[src/hdl/bbc_pkg.sv]
`timescale 1ns / 1ps
`default_nettype none

package bbc_pkg;

    // Default sizes
    localparam int STACK_DEPTH_DEF = 64;
    localparam int MAX_LENGTH_DEF  = 4096;

    // Reported position saturates at this value
    localparam logic [11:0] POS_MAX = 12'hFFF;

    // Bracket characters
    localparam logic [7:0] CH_OPEN_ROUND   = 8'h28; // (
    localparam logic [7:0] CH_CLOSE_ROUND  = 8'h29; // )
    localparam logic [7:0] CH_OPEN_SQUARE  = 8'h5B; // [
    localparam logic [7:0] CH_CLOSE_SQUARE = 8'h5D; // ]
    localparam logic [7:0] CH_OPEN_CURLY   = 8'h7B; // {
    localparam logic [7:0] CH_CLOSE_CURLY  = 8'h7D; // }
    localparam logic [7:0] CH_OPEN_ANGLE   = 8'h3C; // <
    localparam logic [7:0] CH_CLOSE_ANGLE  = 8'h3E; // >

    typedef enum logic [1:0] {
        KIND_ROUND  = 2'd0,
        KIND_SQUARE = 2'd1,
        KIND_CURLY  = 2'd2,
        KIND_ANGLE  = 2'd3
    } bbc_kind_t;

    typedef enum logic [1:0] {
        ST_VALID    = 2'd0,
        ST_MISMATCH = 2'd1,
        ST_UNCLOSED = 2'd2,
        ST_OVERFLOW = 2'd3
    } bbc_status_t;

    typedef struct packed {
        logic [7:0] symbol;
        logic       end_of_string;
    } bbc_in_t;

    typedef struct packed {
        bbc_status_t status;
        logic [11:0] error_position;
    } bbc_out_t;

    typedef struct packed {
        logic      is_open;
        logic      is_close;
        bbc_kind_t kind;
    } bbc_class_t;

    // Sort a character into opener, closer or other, with its bracket kind
    function automatic bbc_class_t bbc_classify(input logic [7:0] ch);
        bbc_class_t c;
        c = '{is_open: 1'b0, is_close: 1'b0, kind: KIND_ROUND};
        unique case (ch)
            CH_OPEN_ROUND:   c = '{is_open: 1'b1, is_close: 1'b0, kind: KIND_ROUND};
            CH_OPEN_SQUARE:  c = '{is_open: 1'b1, is_close: 1'b0, kind: KIND_SQUARE};
            CH_OPEN_CURLY:   c = '{is_open: 1'b1, is_close: 1'b0, kind: KIND_CURLY};
            CH_OPEN_ANGLE:   c = '{is_open: 1'b1, is_close: 1'b0, kind: KIND_ANGLE};
            CH_CLOSE_ROUND:  c = '{is_open: 1'b0, is_close: 1'b1, kind: KIND_ROUND};
            CH_CLOSE_SQUARE: c = '{is_open: 1'b0, is_close: 1'b1, kind: KIND_SQUARE};
            CH_CLOSE_CURLY:  c = '{is_open: 1'b0, is_close: 1'b1, kind: KIND_CURLY};
            CH_CLOSE_ANGLE:  c = '{is_open: 1'b0, is_close: 1'b1, kind: KIND_ANGLE};
            default:         c = '{is_open: 1'b0, is_close: 1'b0, kind: KIND_ROUND};
        endcase
        return c;
    endfunction

endpackage

`default_nettype wire

[src/hdl/bracket_balance_checker_unit.sv]
// Channel  | Handshake               | Item                          | Role
// ---------+-------------------------+-------------------------------+---------------------
// sym      | sym_valid / sym_ready   | bbc_in_t  (symbol, eos)       | one character
// res      | res_valid / res_ready   | bbc_out_t (status, position)  | verdict per string
//
// One character is taken every cycle while sym_ready is high; the verdict of a string
// appears in the cycle after its end_of_string item is taken, held in an output register.
// The stack lives in a one-port-write, one-port-read RAM; the top entry is kept
// in a register, and after a pop the new top arrives from the RAM read register.
// Reset clears count, index and error state at once; the RAM needs no clearing.
// sym_ready drops only while a verdict waits and res_ready is low.
`timescale 1ns / 1ps
`default_nettype none

module bracket_balance_checker_unit
    import bbc_pkg::*;
#(
    parameter int STACK_DEPTH = STACK_DEPTH_DEF,
    parameter int MAX_LENGTH  = MAX_LENGTH_DEF
) (
    input  wire logic     clk,
    input  wire logic     rst_n,
    input  wire logic     sym_valid,
    output logic          sym_ready,
    input  wire bbc_in_t  sym_item,
    output logic          res_valid,
    input  wire logic     res_ready,
    output bbc_out_t      res_item
);

    localparam int AW = (STACK_DEPTH > 1) ? $clog2(STACK_DEPTH) : 1;
    localparam int CW = $clog2(STACK_DEPTH + 1);
    localparam int IW = $clog2(MAX_LENGTH);
    localparam int PW = (IW > 12) ? IW : 12;

    localparam logic [CW-1:0] CNT_FULL = CW'(STACK_DEPTH);
    localparam logic [IW-1:0] IDX_MAX  = IW'(MAX_LENGTH - 1);

    logic [CW-1:0] count_reg,    count_next;
    logic [IW-1:0] idx_reg,      idx_next;
    bbc_status_t   err_reg,      err_next;
    logic [IW-1:0] err_idx_reg,  err_idx_next;
    bbc_kind_t     top_reg,      top_next;
    logic          top_ram_reg,  top_ram_next;
    logic          res_valid_reg, res_valid_next;
    bbc_out_t      res_item_reg, res_item_next;

    logic          accept;
    logic          active;
    bbc_class_t    cls;
    bbc_kind_t     top;
    logic          top_match;
    logic          push;
    logic          pop;
    logic          raise_ovf;
    logic          raise_mis;
    logic          ram_we;
    logic [AW-1:0] ram_waddr;
    logic          ram_re;
    logic [AW-1:0] ram_raddr;
    logic [1:0]    ram_rdata;
    logic [CW-1:0] count_step;
    logic [PW-1:0] pos_ext;

    // Stack storage below the top entry
    bbc_ram #(
        .WIDTH (2),
        .DEPTH (STACK_DEPTH)
    ) u_stack (
        .clk   (clk),
        .we    (ram_we),
        .waddr (ram_waddr),
        .wdata (top),
        .re    (ram_re),
        .raddr (ram_raddr),
        .rdata (ram_rdata)
    );

    // Handshake
    assign sym_ready = !res_valid_reg || res_ready;
    assign accept    = sym_valid && sym_ready;
    assign active    = accept && (err_reg == ST_VALID);

    // Classify and compare against the top of stack
    assign cls       = bbc_classify(sym_item.symbol);
    assign top       = top_ram_reg ? bbc_kind_t'(ram_rdata) : top_reg;
    assign top_match = (count_reg != '0) && (top == cls.kind);

    assign push      = active && cls.is_open && (count_reg != CNT_FULL);
    assign raise_ovf = active && cls.is_open && (count_reg == CNT_FULL);
    assign pop       = active && cls.is_close && top_match;
    assign raise_mis = active && cls.is_close && !top_match;

    // Spill the old top on a push, fetch the next-lower entry on a pop
    assign ram_we    = push && (count_reg != '0);
    assign ram_waddr = AW'(count_reg - CW'(1));
    assign ram_re    = pop && (count_reg >= CW'(2));
    assign ram_raddr = AW'(count_reg - CW'(2));

    always_comb
    begin
        count_step   = count_reg;
        err_next     = err_reg;
        err_idx_next = err_idx_reg;
        top_next     = top_reg;
        top_ram_next = top_ram_reg;
        idx_next     = idx_reg;

        // Advance the stack
        if (push)
        begin
            count_step   = count_reg + CW'(1);
            top_next     = cls.kind;
            top_ram_next = 1'b0;
        end
        else if (pop)
        begin
            count_step   = count_reg - CW'(1);
            top_ram_next = ram_re;
        end

        // Latch the first error
        if (raise_ovf)
        begin
            err_next     = ST_OVERFLOW;
            err_idx_next = idx_reg;
        end
        else if (raise_mis)
        begin
            err_next     = ST_MISMATCH;
            err_idx_next = idx_reg;
        end

        // Form the verdict from the state after this character
        pos_ext = PW'(err_idx_next);
        res_item_next.status         = ST_VALID;
        res_item_next.error_position = '0;
        if (err_next != ST_VALID)
        begin
            res_item_next.status         = err_next;
            res_item_next.error_position = (pos_ext > PW'(POS_MAX)) ? POS_MAX
                                                                    : pos_ext[11:0];
        end
        else if (count_step != '0)
        begin
            res_item_next.status = ST_UNCLOSED;
        end

        // Output register: load on end of string, drop when taken
        res_valid_next = res_valid_reg && !res_ready;
        count_next     = count_step;

        if (accept)
        begin
            if (sym_item.end_of_string)
            begin
                res_valid_next = 1'b1;
                count_next     = '0;
                idx_next       = '0;
                err_next       = ST_VALID;
                err_idx_next   = '0;
                top_ram_next   = 1'b0;
            end
            else if (idx_reg != IDX_MAX)
            begin
                idx_next = idx_reg + IW'(1);
            end
        end
    end

    // Control state
    always_ff @(posedge clk or negedge rst_n)
    begin
        if (!rst_n)
        begin
            count_reg     <= '0;
            idx_reg       <= '0;
            err_reg       <= ST_VALID;
            err_idx_reg   <= '0;
            top_ram_reg   <= 1'b0;
            res_valid_reg <= 1'b0;
        end
        else
        begin
            count_reg     <= count_next;
            idx_reg       <= idx_next;
            err_reg       <= err_next;
            err_idx_reg   <= err_idx_next;
            top_ram_reg   <= top_ram_next;
            res_valid_reg <= res_valid_next;
        end
    end

    // Payload registers
    always_ff @(posedge clk)
    begin
        top_reg <= top_next;
        if (accept && sym_item.end_of_string)
        begin
            res_item_reg <= res_item_next;
        end
    end

    assign res_valid = res_valid_reg;
    assign res_item  = res_item_reg;

endmodule

`default_nettype wire

[src/hdl/bbc_ram.sv]
`timescale 1ns / 1ps
`default_nettype none

module bbc_ram #(
    parameter int WIDTH = 2,
    parameter int DEPTH = 64
) (
    input  wire logic                     clk,
    input  wire logic                     we,
    input  wire logic [$clog2(DEPTH)-1:0] waddr,
    input  wire logic [WIDTH-1:0]         wdata,
    input  wire logic                     re,
    input  wire logic [$clog2(DEPTH)-1:0] raddr,
    output logic      [WIDTH-1:0]         rdata
);

    logic [WIDTH-1:0] mem [DEPTH];
    logic [WIDTH-1:0] rdata_reg;

    // Write port, registered read port that holds its data between reads
    always_ff @(posedge clk)
    begin
        if (we)
        begin
            mem[waddr] <= wdata;
        end
        if (re)
        begin
            rdata_reg <= mem[raddr];
        end
    end

    assign rdata = rdata_reg;

endmodule

`default_nettype wire

[config.mk]
export PLATFORM = sky130hd
export DESIGN_NAME = bracket_balance_checker_unit
export DESIGN_NICKNAME = d
export VERILOG_FILES = /design/src/hdl/bbc_pkg.sv /design/src/hdl/bracket_balance_checker_unit.sv /design/src/hdl/bbc_ram.sv
export SDC_FILE = /design/constraint.sdc
export NUM_CORES = 1
export LEC_CHECK = 0
export BUFFER_PORTS_ARGS = -buffer_cell sky130_fd_sc_hd__clkbuf_2
export CAP_MARGIN = 20
export CORE_UTILIZATION = 60
export CTS_CLUSTER_DIAMETER = 40
export CTS_CLUSTER_SIZE = 30
export DETAILED_ROUTE_END_ITERATION = 10
export GPL_TIMING_DRIVEN = 0
export PLACE_DENSITY = 0.74
export SETUP_SLACK_MARGIN = 0.02
export SLEW_MARGIN = 15
export SYNTH_ARGS = -nofsm -noshare
export SYNTH_HDL_FRONTEND = slang
export SYNTH_SLANG_ARGS = --single-unit
[constraint.sdc]
create_clock -name clk -period 5.3 [get_ports clk]
set_input_delay 1.59 -clock clk [delete_from_list [all_inputs] [get_ports clk]]
set_output_delay 1.59 -clock clk [all_outputs]
set_load 0.02 [all_outputs]
==> results of run 1 <==
-- cell families (layout without fill, tap and decap cells) --
logic type,count (synthesis),after routing,synth area share
AOI/OAI and AO/OA,51,51,0.0406
xor gates and xnor gates,25,25,0.0266
adders and majority gates,8,8,0.0122
buffers and inverters,35,95,0.0208
DFF,181,181,0.639
muxes,45,45,0.116
and+or+nand+nor,250,250,0.146
-- synth_stat cells (3+ instances only) --
cell / number / area share
edfxtp_1: 146 / 0.53
nor2_1: 95 / 0.043
nand2_1: 75 / 0.034
mux4_2: 40 / 0.11
dfrtp_1: 35 / 0.11
a21oi_1: 21 / 0.013
nand3_1: 13 / 0.0079
nor3_1: 13 / 0.0079
xor2_1: 13 / 0.014
xnor2_1: 12 / 0.013
clkbuf_1: 11 / 0.0050
inv_1: 9 / 0.0041
ha_1: 8 / 0.012
buf_2: 7 / 0.0043
and3_1: 6 / 0.0046
and2_1: 5 / 0.0038
nand4_1: 5 / 0.0038
a31oi_1: 4 / 0.0030
mux2i_1: 4 / 0.0049
nand3_2: 4 / 0.0049
nor2b_1: 4 / 0.0030
o21ai_0: 4 / 0.0024
a211oi_1: 3 / 0.0027
buf_1: 3 / 0.0014
nand2b_1: 3 / 0.0023
nor3_2: 3 / 0.0036
nor3b_1: 3 / 0.0027
o211ai_1: 3 / 0.0027
-- cells in the final DEF (no fill, tap or decap), drive strengths merged, types with 3 or more instances in the layout --
master,instances
mux2i,4
nor2,97
inv,14
a31oi,4
nor3,16
or3,3
nor2b,4
nand2,76
clkbuf,55
nand4,5
nor3b,3
dfrtp,35
clkinv,6
and2,5
o21ai,6
a211oi,3
nand3,17
ha,8
edfxtp,146
xor2,13
o211ai,3
and3,6
buf,16
xnor2,12
nand2b,3
mux4,40
a21oi,23
-- worst max-delay path, cell delays in order (launching register included) --
cell and delay [ps]:
dfrtp_1 450, clkbuf_1 350, clkbuf_1 560, buf_1 570, inv_1 250, ha_1 260
and4_1 170, or4_4 480, buf_6 160, clkinv_4 80, buf_8 130, nand2_2 90
nor2_4 150, nand2_1 330, nor2_1 320
-- cell type report --
cell class | instances | share of cell area
Sequential cell | 181 | 0.570
Multi-Input combinational cell | 379 | 0.304
Clock buffer | 18 | 0.0465
Tap cell | 176 | 0.0238
Clock inverter | 14 | 0.0186
Timing Repair Buffer | 28 | 0.0184
Buffer | 25 | 0.0141
Inverter | 10 | 0.00461
-- layer usage --
| metal | share of wire | wire [um] | up-vias |
|---|---|---|---|
| met2 | 0.51 | 8800 | 209 |
| met4 | 0.025 | 432 | 0 |
| met5 | 0 | 0 | - |
| met3 | 0.058 | 997 | 35 |
| li1 | - | - | 2315 |
| met1 | 0.40 | 6960 | 2588 |
-- where the power goes --
part	switching [uW]	total, uW	internal, uW
clock	549	1260	709
sequential	11.3	1540	1530
combinational	77.7	120	42.7
-- path summary, 6_finish.rpt --
check	start	endpoint	slack [ps]	cells past startpoint
max	count_reg[1]	u_stack.mem[42][0]	620	14
min	err_idx_reg[10]	err_idx_reg[10]	520	2
max reg2reg	count_reg[1]	u_stack.mem[42][0]	620	14
min reg2reg	err_idx_reg[10]	err_idx_reg[10]	520	2
max in group asynchronous	rst_n	count_reg[5]	3450	1
min in group asynchronous	rst_n	count_reg[4]	1280	1
-- metrics by stage --
step	setup slack [ps]	hold slack (ps)	utilization	instance area, um2	power, uW
final	620	521	0.695	9240	2920
after global routing	375	540	0.695	9240	3000
after CTS	615	522	0.695	9230	2940
after detailed placement	673	512	0.649	8630	1690
after global placement	482	506	0.646	8590	1690
after floorplan	1560	497	-	8240	1650
==> key figures, run 1 <==
STA
  • Fin crit share: 0.883
  • Final Max Slew Viols: 0
  • Fmax: 214 MHz
  • Unrepaired setup endpoints after global routing: false
  • Total negative slack: 0 ps
  • Setup Viol. Count Final: 0
  • Final Hold Vio Count: 0
  • Slew @ Worst Pin: 909 ps
  • Tmin final: 4680 ps
  • Clock skew: 10.5 ps
  • Slew margin rel.: 0.394

Logic synthesis
  • Synth cell types: 61
  • Synth warn: 0
  • Post-synth EDFFs: 146
  • FF+latch count, synth: 181
  • Post-Syn Area per Cell: 13.8 um2
  • Most used DFF post-synth: edfxtp_1
  • Syn Inst Count: 595
  • Synthesized area: 8240 um2
  • Asr flop ratio synth: 0.193
  • Seq/Total Area, Yosys: 0.639
  • Net Count, Synth: 616

Global route
  • Met1 usage: 0.334
  • Global Route met3 Usage: 0.0479
  • Gr busiest metal: met2
  • Largest net degree at the start of global routing: 56
  • Initial antenna violation count: 0
  • Gr usage total: 0.259
  • Grt total ovfl: 0
  • Vias in the first global route: 5093
  • Global-route wire length before repair: 26900 um
  • Grt met2 use: 0.436

Finish
  • Max reg flops: 128
  • Antenna cells: 0
  • Share of layout cells above drive strength 1: 0.205
  • Finished Layout Cells: 831
  • Sequential Area: 5260 um2
  • Layout fillers: 889
  • Final nets: 663
  • Area occupied by multi-input gates: 2810 um2
  • Area Overhead vs Synth: 12.1%

Clock tree
  • Setup Buffers After CTS: 0
  • CTS tree: done
  • CTS Buffer Depth: 2
  • Clk slew on worst S/H paths: 70 ps
  • Post-CTS Hold Fix Bufs: 0
  • Clock Latency Late Sink: 430 ps
  • Post-CTS Resized: 0
  • H-tree depth: 4
  • Root Driver: clkbuf_16
  • TritonCTS buffer count: 17
  • Num Clock Sinks: 181

Run status
  • Status: complete, no violations

Detailed routing
  • Via count: 5147
  • Via/cell ratio: 6.19
  • Initial DRC Count: 565
  • Drt first pass iters: 5
  • DRC Markers: 0
  • DRT antenna net count: 0
  • Drt wl/cell: 20.7 um
  • Total routed wirelength: 17200 um

Floorplanning
  • Die height: 119 um
  • Initial core utilization: 0.619
  • Core area: 13300 um2
  • DIE AREA: 14200 um2
  • Num ports: 29
  • # rows: 42
  • Die W: 119 um

Power and ir drop
  • Peak supply drop: 0.339 mV
  • P per Cell Area: 316 nW/um2
  • Leakage: 0.00315 uW

Critical path
  • Req. time, crit path: 5410 ps
  • CP Class: flip-flop to flip-flop
  • Worst Path Max Fanout: 11
  • Crit path capture type: flip-flop
  • Arr. time, crit path: 4790 ps
  • Startpoint Class: flip-flop

Min path
  • Hold Crit Class: flip-flop to flip-flop

Place
  • Gp weighted congestion: 0.900
  • Hpwl dp: 11300 um
  • Port Buffers: 26
  • Placed cells: 799

Job
  • Max Cap Viol: 0
Note: power is estimated with default switching activity, not from simulation.
==> run 2, diff against run 1 <==
--- a/config.mk
+++ b/config.mk
@@ -7,12 +7,11 @@
 export LEC_CHECK = 0
 export BUFFER_PORTS_ARGS = -buffer_cell sky130_fd_sc_hd__clkbuf_2
 export CAP_MARGIN = 20
-export CORE_UTILIZATION = 60
+export CORE_UTILIZATION = 55
 export CTS_CLUSTER_DIAMETER = 40
-export CTS_CLUSTER_SIZE = 30
 export DETAILED_ROUTE_END_ITERATION = 10
 export GPL_TIMING_DRIVEN = 0
-export PLACE_DENSITY = 0.74
+export PLACE_DENSITY = 0.8
 export SETUP_SLACK_MARGIN = 0.02
 export SLEW_MARGIN = 15
 export SYNTH_ARGS = -nofsm -noshare
==> key figures, run 2 (same netlist as run 1, synthesis figures left out) <==
Global route
  • Initial antenna violation count: 0
  • Vias in the first global route: 5177
  • Largest net degree at the start of global routing: 46
  • Gr usage total: 0.241
  • Grt total ovfl: 0
  • Global-route wire length before repair: 28100 um

Finish
  • Commonest non-fill, non-tap cell in the layout: edfxtp_1
  • Layout fillers: 1018
  • Share of layout cells above drive strength 1: 0.208
  • Antenna cells: 0
  • Max reg flops: 128
  • Fin area: 9290 um2
  • Final nets: 663
  • Area occupied by multi-input gates: 2810 um2
  • Commonest non-fill, non-tap cells in the layout: edfxtp_1 (146), nor2_1 (95), nand2_1 (75)
  • Area Overhead vs Synth: 12.8%
  • Finished Core Util: 0.637
  • Sequential Area: 5260 um2

Detailed routing
  • Via/cell ratio: 6.16
  • DRT antenna net count: 0
  • DRC Markers: 0
  • Initial DRC Count: 598
  • Drt wl/cell: 20.8 um
  • Total routed wirelength: 17400 um
  • Via count: 5166
  • Drt first pass iters: 5

Power and ir drop
  • P_sw: 651 uW
  • Leakage: 0.00318 uW
  • Sw frac: 0.215
  • Comb pwr share: 0.040
  • Peak supply drop: 0.284 mV
  • P per Cell Area: 326 nW/um2
  • Clock share of power: 0.451
  • Sequential power share: 0.509
  • Internal Power: 2380 uW
  • Power Total: 3030 uW

Floorplanning
  • Initial core utilization: 0.564
  • DIE AREA: 15500 um2
  • Die W: 124 um
  • # rows: 44
  • Die height: 124 um
  • Core area: 14600 um2
  • Num ports: 29

Critical path
  • Critical-path cell list: clkbuf_1 > clkbuf_1 > buf_1 > inv_1 > ha_1 > and4_1 > or4_4 > buf_6 > clkinv_4 > buf_8 > nand2_2 > nor2_4 > nand3_2 > nor2_1
  • Worst Path Max Fanout: 11
  • CP Class: flip-flop to flip-flop
  • Most used cell, CP: clkbuf_1
  • WP depth: 14
  • Worst path top cell family by delay: buffers and inverters
  • Startpoint Class: flip-flop
  • Arr. time, crit path: 4870 ps
  • Crit-path slowest cell: clkbuf_1
  • Worst Path Buf+Inv: 7
  • Req. time, crit path: 5400 ps
  • R2R depth: 14
  • Critical Path Max Stage Delay: 610 ps
  • Crit path capture type: flip-flop

Min path
  • Hold Crit Depth: 2
  • Hold Crit Class: flip-flop to flip-flop

STA
  • Clock skew: 15.2 ps
  • Final Hold Vio Count: 0
  • Fmax: 210 MHz
  • Tmin final: 4770 ps
  • Slew @ Worst Pin: 905 ps
  • Slew margin rel.: 0.397
  • Setup Viol. Count Final: 0
  • Unrepaired setup endpoints after global routing: false
  • Fin crit share: 0.899
  • Total negative slack: 0 ps
  • Final Max Slew Viols: 0
  • Hold_ws: 520 ps

Clock tree
  • Num Clock Sinks: 181
  • TritonCTS buffer count: 17
  • Root Driver: clkbuf_16
  • Post-CTS Hold Fix Bufs: 0
  • H-tree depth: 4
  • Setup Buffers After CTS: 0
  • CTS tree: done
  • Clock Latency Late Sink: 430 ps
  • Post-CTS Resized: 0
  • Clk slew on worst S/H paths: 70 ps
  • CTS Buffer Depth: 2

Place
  • Dpl cell area: 8640 um2
  • Port Buffers: 26
  • Gp weighted congestion: 0.850
  • Hpwl dp: 11300 um

Run status
  • Status: complete, no violations

Job
  • Max Cap Viol: 0
[run 2: changes by cell type in the layout (fill, tap and decap cells not counted)]
cell,change
clkinv_8,-1
clkinv_1,-1
clkbuf_1,-1
inv_8,+1
bufinv_16,+2
clkinvlp_4,-2
clkinv_2,+2
[run 2: stage by stage]
stage,std cells,setup slack (ps)
after floorplan,595,1560
after global placement,805,458
after detailed placement,807,716
after CTS,839,653
after global routing,839,315
final,839,534
[run 2: worst paths after layout]
check                               startpoint            endpoint  slack, ps
worst min-delay path            err_idx_reg[3]      err_idx_reg[3]        520
max in group asynchronous                rst_n          idx_reg[7]       3450
worst min register to register  err_idx_reg[3]      err_idx_reg[3]        520
min in group asynchronous                rst_n         top_ram_reg       1280
worst max-delay path              count_reg[1]  u_stack.mem[28][0]        530
worst max register to register    count_reg[1]  u_stack.mem[28][0]        530
[run 2: routing by layer]
layer	wire, um	vias to the layer above	GRT usage
li1	-	2313	-
met1	7130	2601	0.312
met2	8820	223	0.404
met3	1100	29	0.0515
met4	381	0	0.0808
met5	0	-	0
[run 2: tightest hold or removal path, cell delays in order (launching register included)]
cell and delay, ps:
dfrtp_1 380, nand2_1 60, a21oi_1 50
[run 2: power by group through the flow]
stage	sequential (uW)	combinational, uW	clock [uW]
3_3_place_gp	1570	114	0
5_1_grt	1540	132	1430
2_1_floorplan	1580	74.8	0
6_report	1540	120	1370
4_1_cts	1540	120	1380
3_5_place_dp	1570	119	0
[run 2: cell type report]
cell class / instances / area share
inverters: 10 / 0.00458
plain buffers: 25 / 0.0140
flip-flops and latches: 181 / 0.566
multi-input cells: 379 / 0.303
repair buffers: 28 / 0.0183
clock buffers: 17 / 0.0458
clock inverters: 15 / 0.0234
well taps: 184 / 0.0248
==> run 3, diff against run 2 <==
--- a/config.mk
+++ b/config.mk
@@ -7,11 +7,11 @@
 export LEC_CHECK = 0
 export BUFFER_PORTS_ARGS = -buffer_cell sky130_fd_sc_hd__clkbuf_2
 export CAP_MARGIN = 20
-export CORE_UTILIZATION = 55
+export CORE_UTILIZATION = 60
 export CTS_CLUSTER_DIAMETER = 40
 export DETAILED_ROUTE_END_ITERATION = 10
 export GPL_TIMING_DRIVEN = 0
-export PLACE_DENSITY = 0.8
+export PLACE_DENSITY = 0.86
 export SETUP_SLACK_MARGIN = 0.02
 export SLEW_MARGIN = 15
 export SYNTH_ARGS = -nofsm -noshare
==> key figures, run 3 (same netlist as run 1, synthesis figures left out) <==
Floorplanning
  • Die W: 119 um
  • Core area: 13300 um2
  • # rows: 42
  • Num ports: 29
  • Initial core utilization: 0.619
  • Die height: 119 um
  • DIE AREA: 14200 um2

STA
  • Slew margin rel.: 0.396
  • Hold_ws: 524 ps
  • Setup Viol. Count Final: 0
  • Tmin final: 4740 ps
  • Unrepaired setup endpoints after global routing: false
  • Slew @ Worst Pin: 906 ps
  • Final Hold Vio Count: 0
  • Fmax: 211 MHz
  • Final Max Slew Viols: 0
  • Clock skew: 9.37 ps
  • Total negative slack: 0 ps
  • Fin crit share: 0.894

Global route
  • Grt total ovfl: 0
  • Initial antenna violation count: 0
  • Met1 usage: 0.345
  • Global Route met3 Usage: 0.0627
  • Global-route wire length before repair: 29200 um
  • Vias in the first global route: 5398
  • Grt met2 use: 0.472
  • Gr usage total: 0.281
  • Largest net degree at the start of global routing: 41
  • Gr busiest metal: met2

Clock tree
  • Clock Latency Late Sink: 440 ps
  • Post-CTS Hold Fix Bufs: 0
  • Clk slew on worst S/H paths: 60 ps
  • TritonCTS buffer count: 17
  • Root Driver: clkbuf_16
  • CTS tree: done
  • H-tree depth: 4
  • CTS Buffer Depth: 2
  • Post-CTS Resized: 0
  • Setup Buffers After CTS: 0
  • Num Clock Sinks: 181

Power and ir drop
  • Peak supply drop: 0.268 mV
  • Power Total: 2960 uW
  • Leakage: 0.00317 uW
  • P per Cell Area: 320 nW/um2

Min path
  • Hold Crit Class: flip-flop to flip-flop

Run status
  • Status: complete, no violations

Detailed routing
  • Via count: 5355
  • DRC Markers: 0
  • Initial DRC Count: 642
  • Drt first pass iters: 5
  • Total routed wirelength: 18400 um
  • Via/cell ratio: 6.44
  • Drt wl/cell: 22.1 um
  • DRT antenna net count: 0

Critical path
  • CP Class: flip-flop to flip-flop
  • Crit path capture type: flip-flop
  • Req. time, crit path: 5420 ps
  • Arr. time, crit path: 4860 ps
  • Worst Path Max Fanout: 11
  • Startpoint Class: flip-flop

Finish
  • Commonest non-fill, non-tap cell in the layout: edfxtp_1
  • Area Overhead vs Synth: 12.4%
  • Share of layout cells above drive strength 1: 0.204
  • Antenna cells: 0
  • Commonest non-fill, non-tap cells in the layout: edfxtp_1 (146), nor2_1 (95), nand2_1 (75)
  • Max reg flops: 128
  • Final nets: 664

Place
  • Port Buffers: 26
  • Hpwl dp: 11700 um
  • Gp weighted congestion: 0.873

Job
  • Max Cap Viol: 0
==> run 3: layout make-up <==
cell class                 instances  area [um2]
multi-input combinational        379        2800
tap                              176         220
clock buffer                      22         508
fill                             852        4040
buffer                            25         130
sequential                       181        5260
timing repair buffer              29         181
clock inverter                    10         106
inverter                          10        42.5
==> run 3: worst paths after layout <==
kind                       cells after the start            from                 end  slack, ps
max                                           14    count_reg[1]  u_stack.mem[18][1]        560
min reg2reg                                    2  err_idx_reg[0]      err_idx_reg[0]        520
min                                            2  err_idx_reg[0]      err_idx_reg[0]        520
min in group asynchronous                      1           rst_n        count_reg[4]       1270
max in group asynchronous                      1           rst_n      err_idx_reg[1]       3470
max reg2reg                                   14    count_reg[1]  u_stack.mem[18][1]        560
==> run 3: metrics by stage <==
stage / cells / instance area, um2 / util / worst slack [ps]
2_1_floorplan: 595 / 8240 / - / 1560
4_1_cts: 832 / 9250 / 0.696 / 560
3_5_place_dp: 800 / 8640 / 0.650 / 648
5_1_grt: 832 / 9250 / 0.696 / 281
3_3_place_gp: 797 / 8590 / 0.646 / 575
6_report: 832 / 9250 / 0.696 / 562
==> run 3: layer usage <==
| layer | vias to the layer above | wire length, um |
|---|---|---|
| li1 | 2314 | - |
| met1 | 2679 | 7070 |
| met2 | 294 | 9520 |
| met3 | 68 | 1170 |
| met4 | 0 | 677 |
| met5 | - | 0 |
==> run 3: worst max-delay path, cell delays in order (launching register included) <==
cell	delay [ps]
dfrtp_1	430
clkbuf_1	340
clkbuf_1	570
buf_1	550
inv_1	290
ha_1	270
and4_1	180
or4_4	490
buf_6	160
clkinv_4	80
buf_8	140
nand2_2	100
nor2_4	150
nand2_1	340
nor2_1	330
==> run 3: power by group <==
group          switching (uW)  internal, uW  total (uW)
clock network             549           743        1290
logic                    82.4          44.0         126
registers                11.4          1530        1540
total                     643          2320        2960
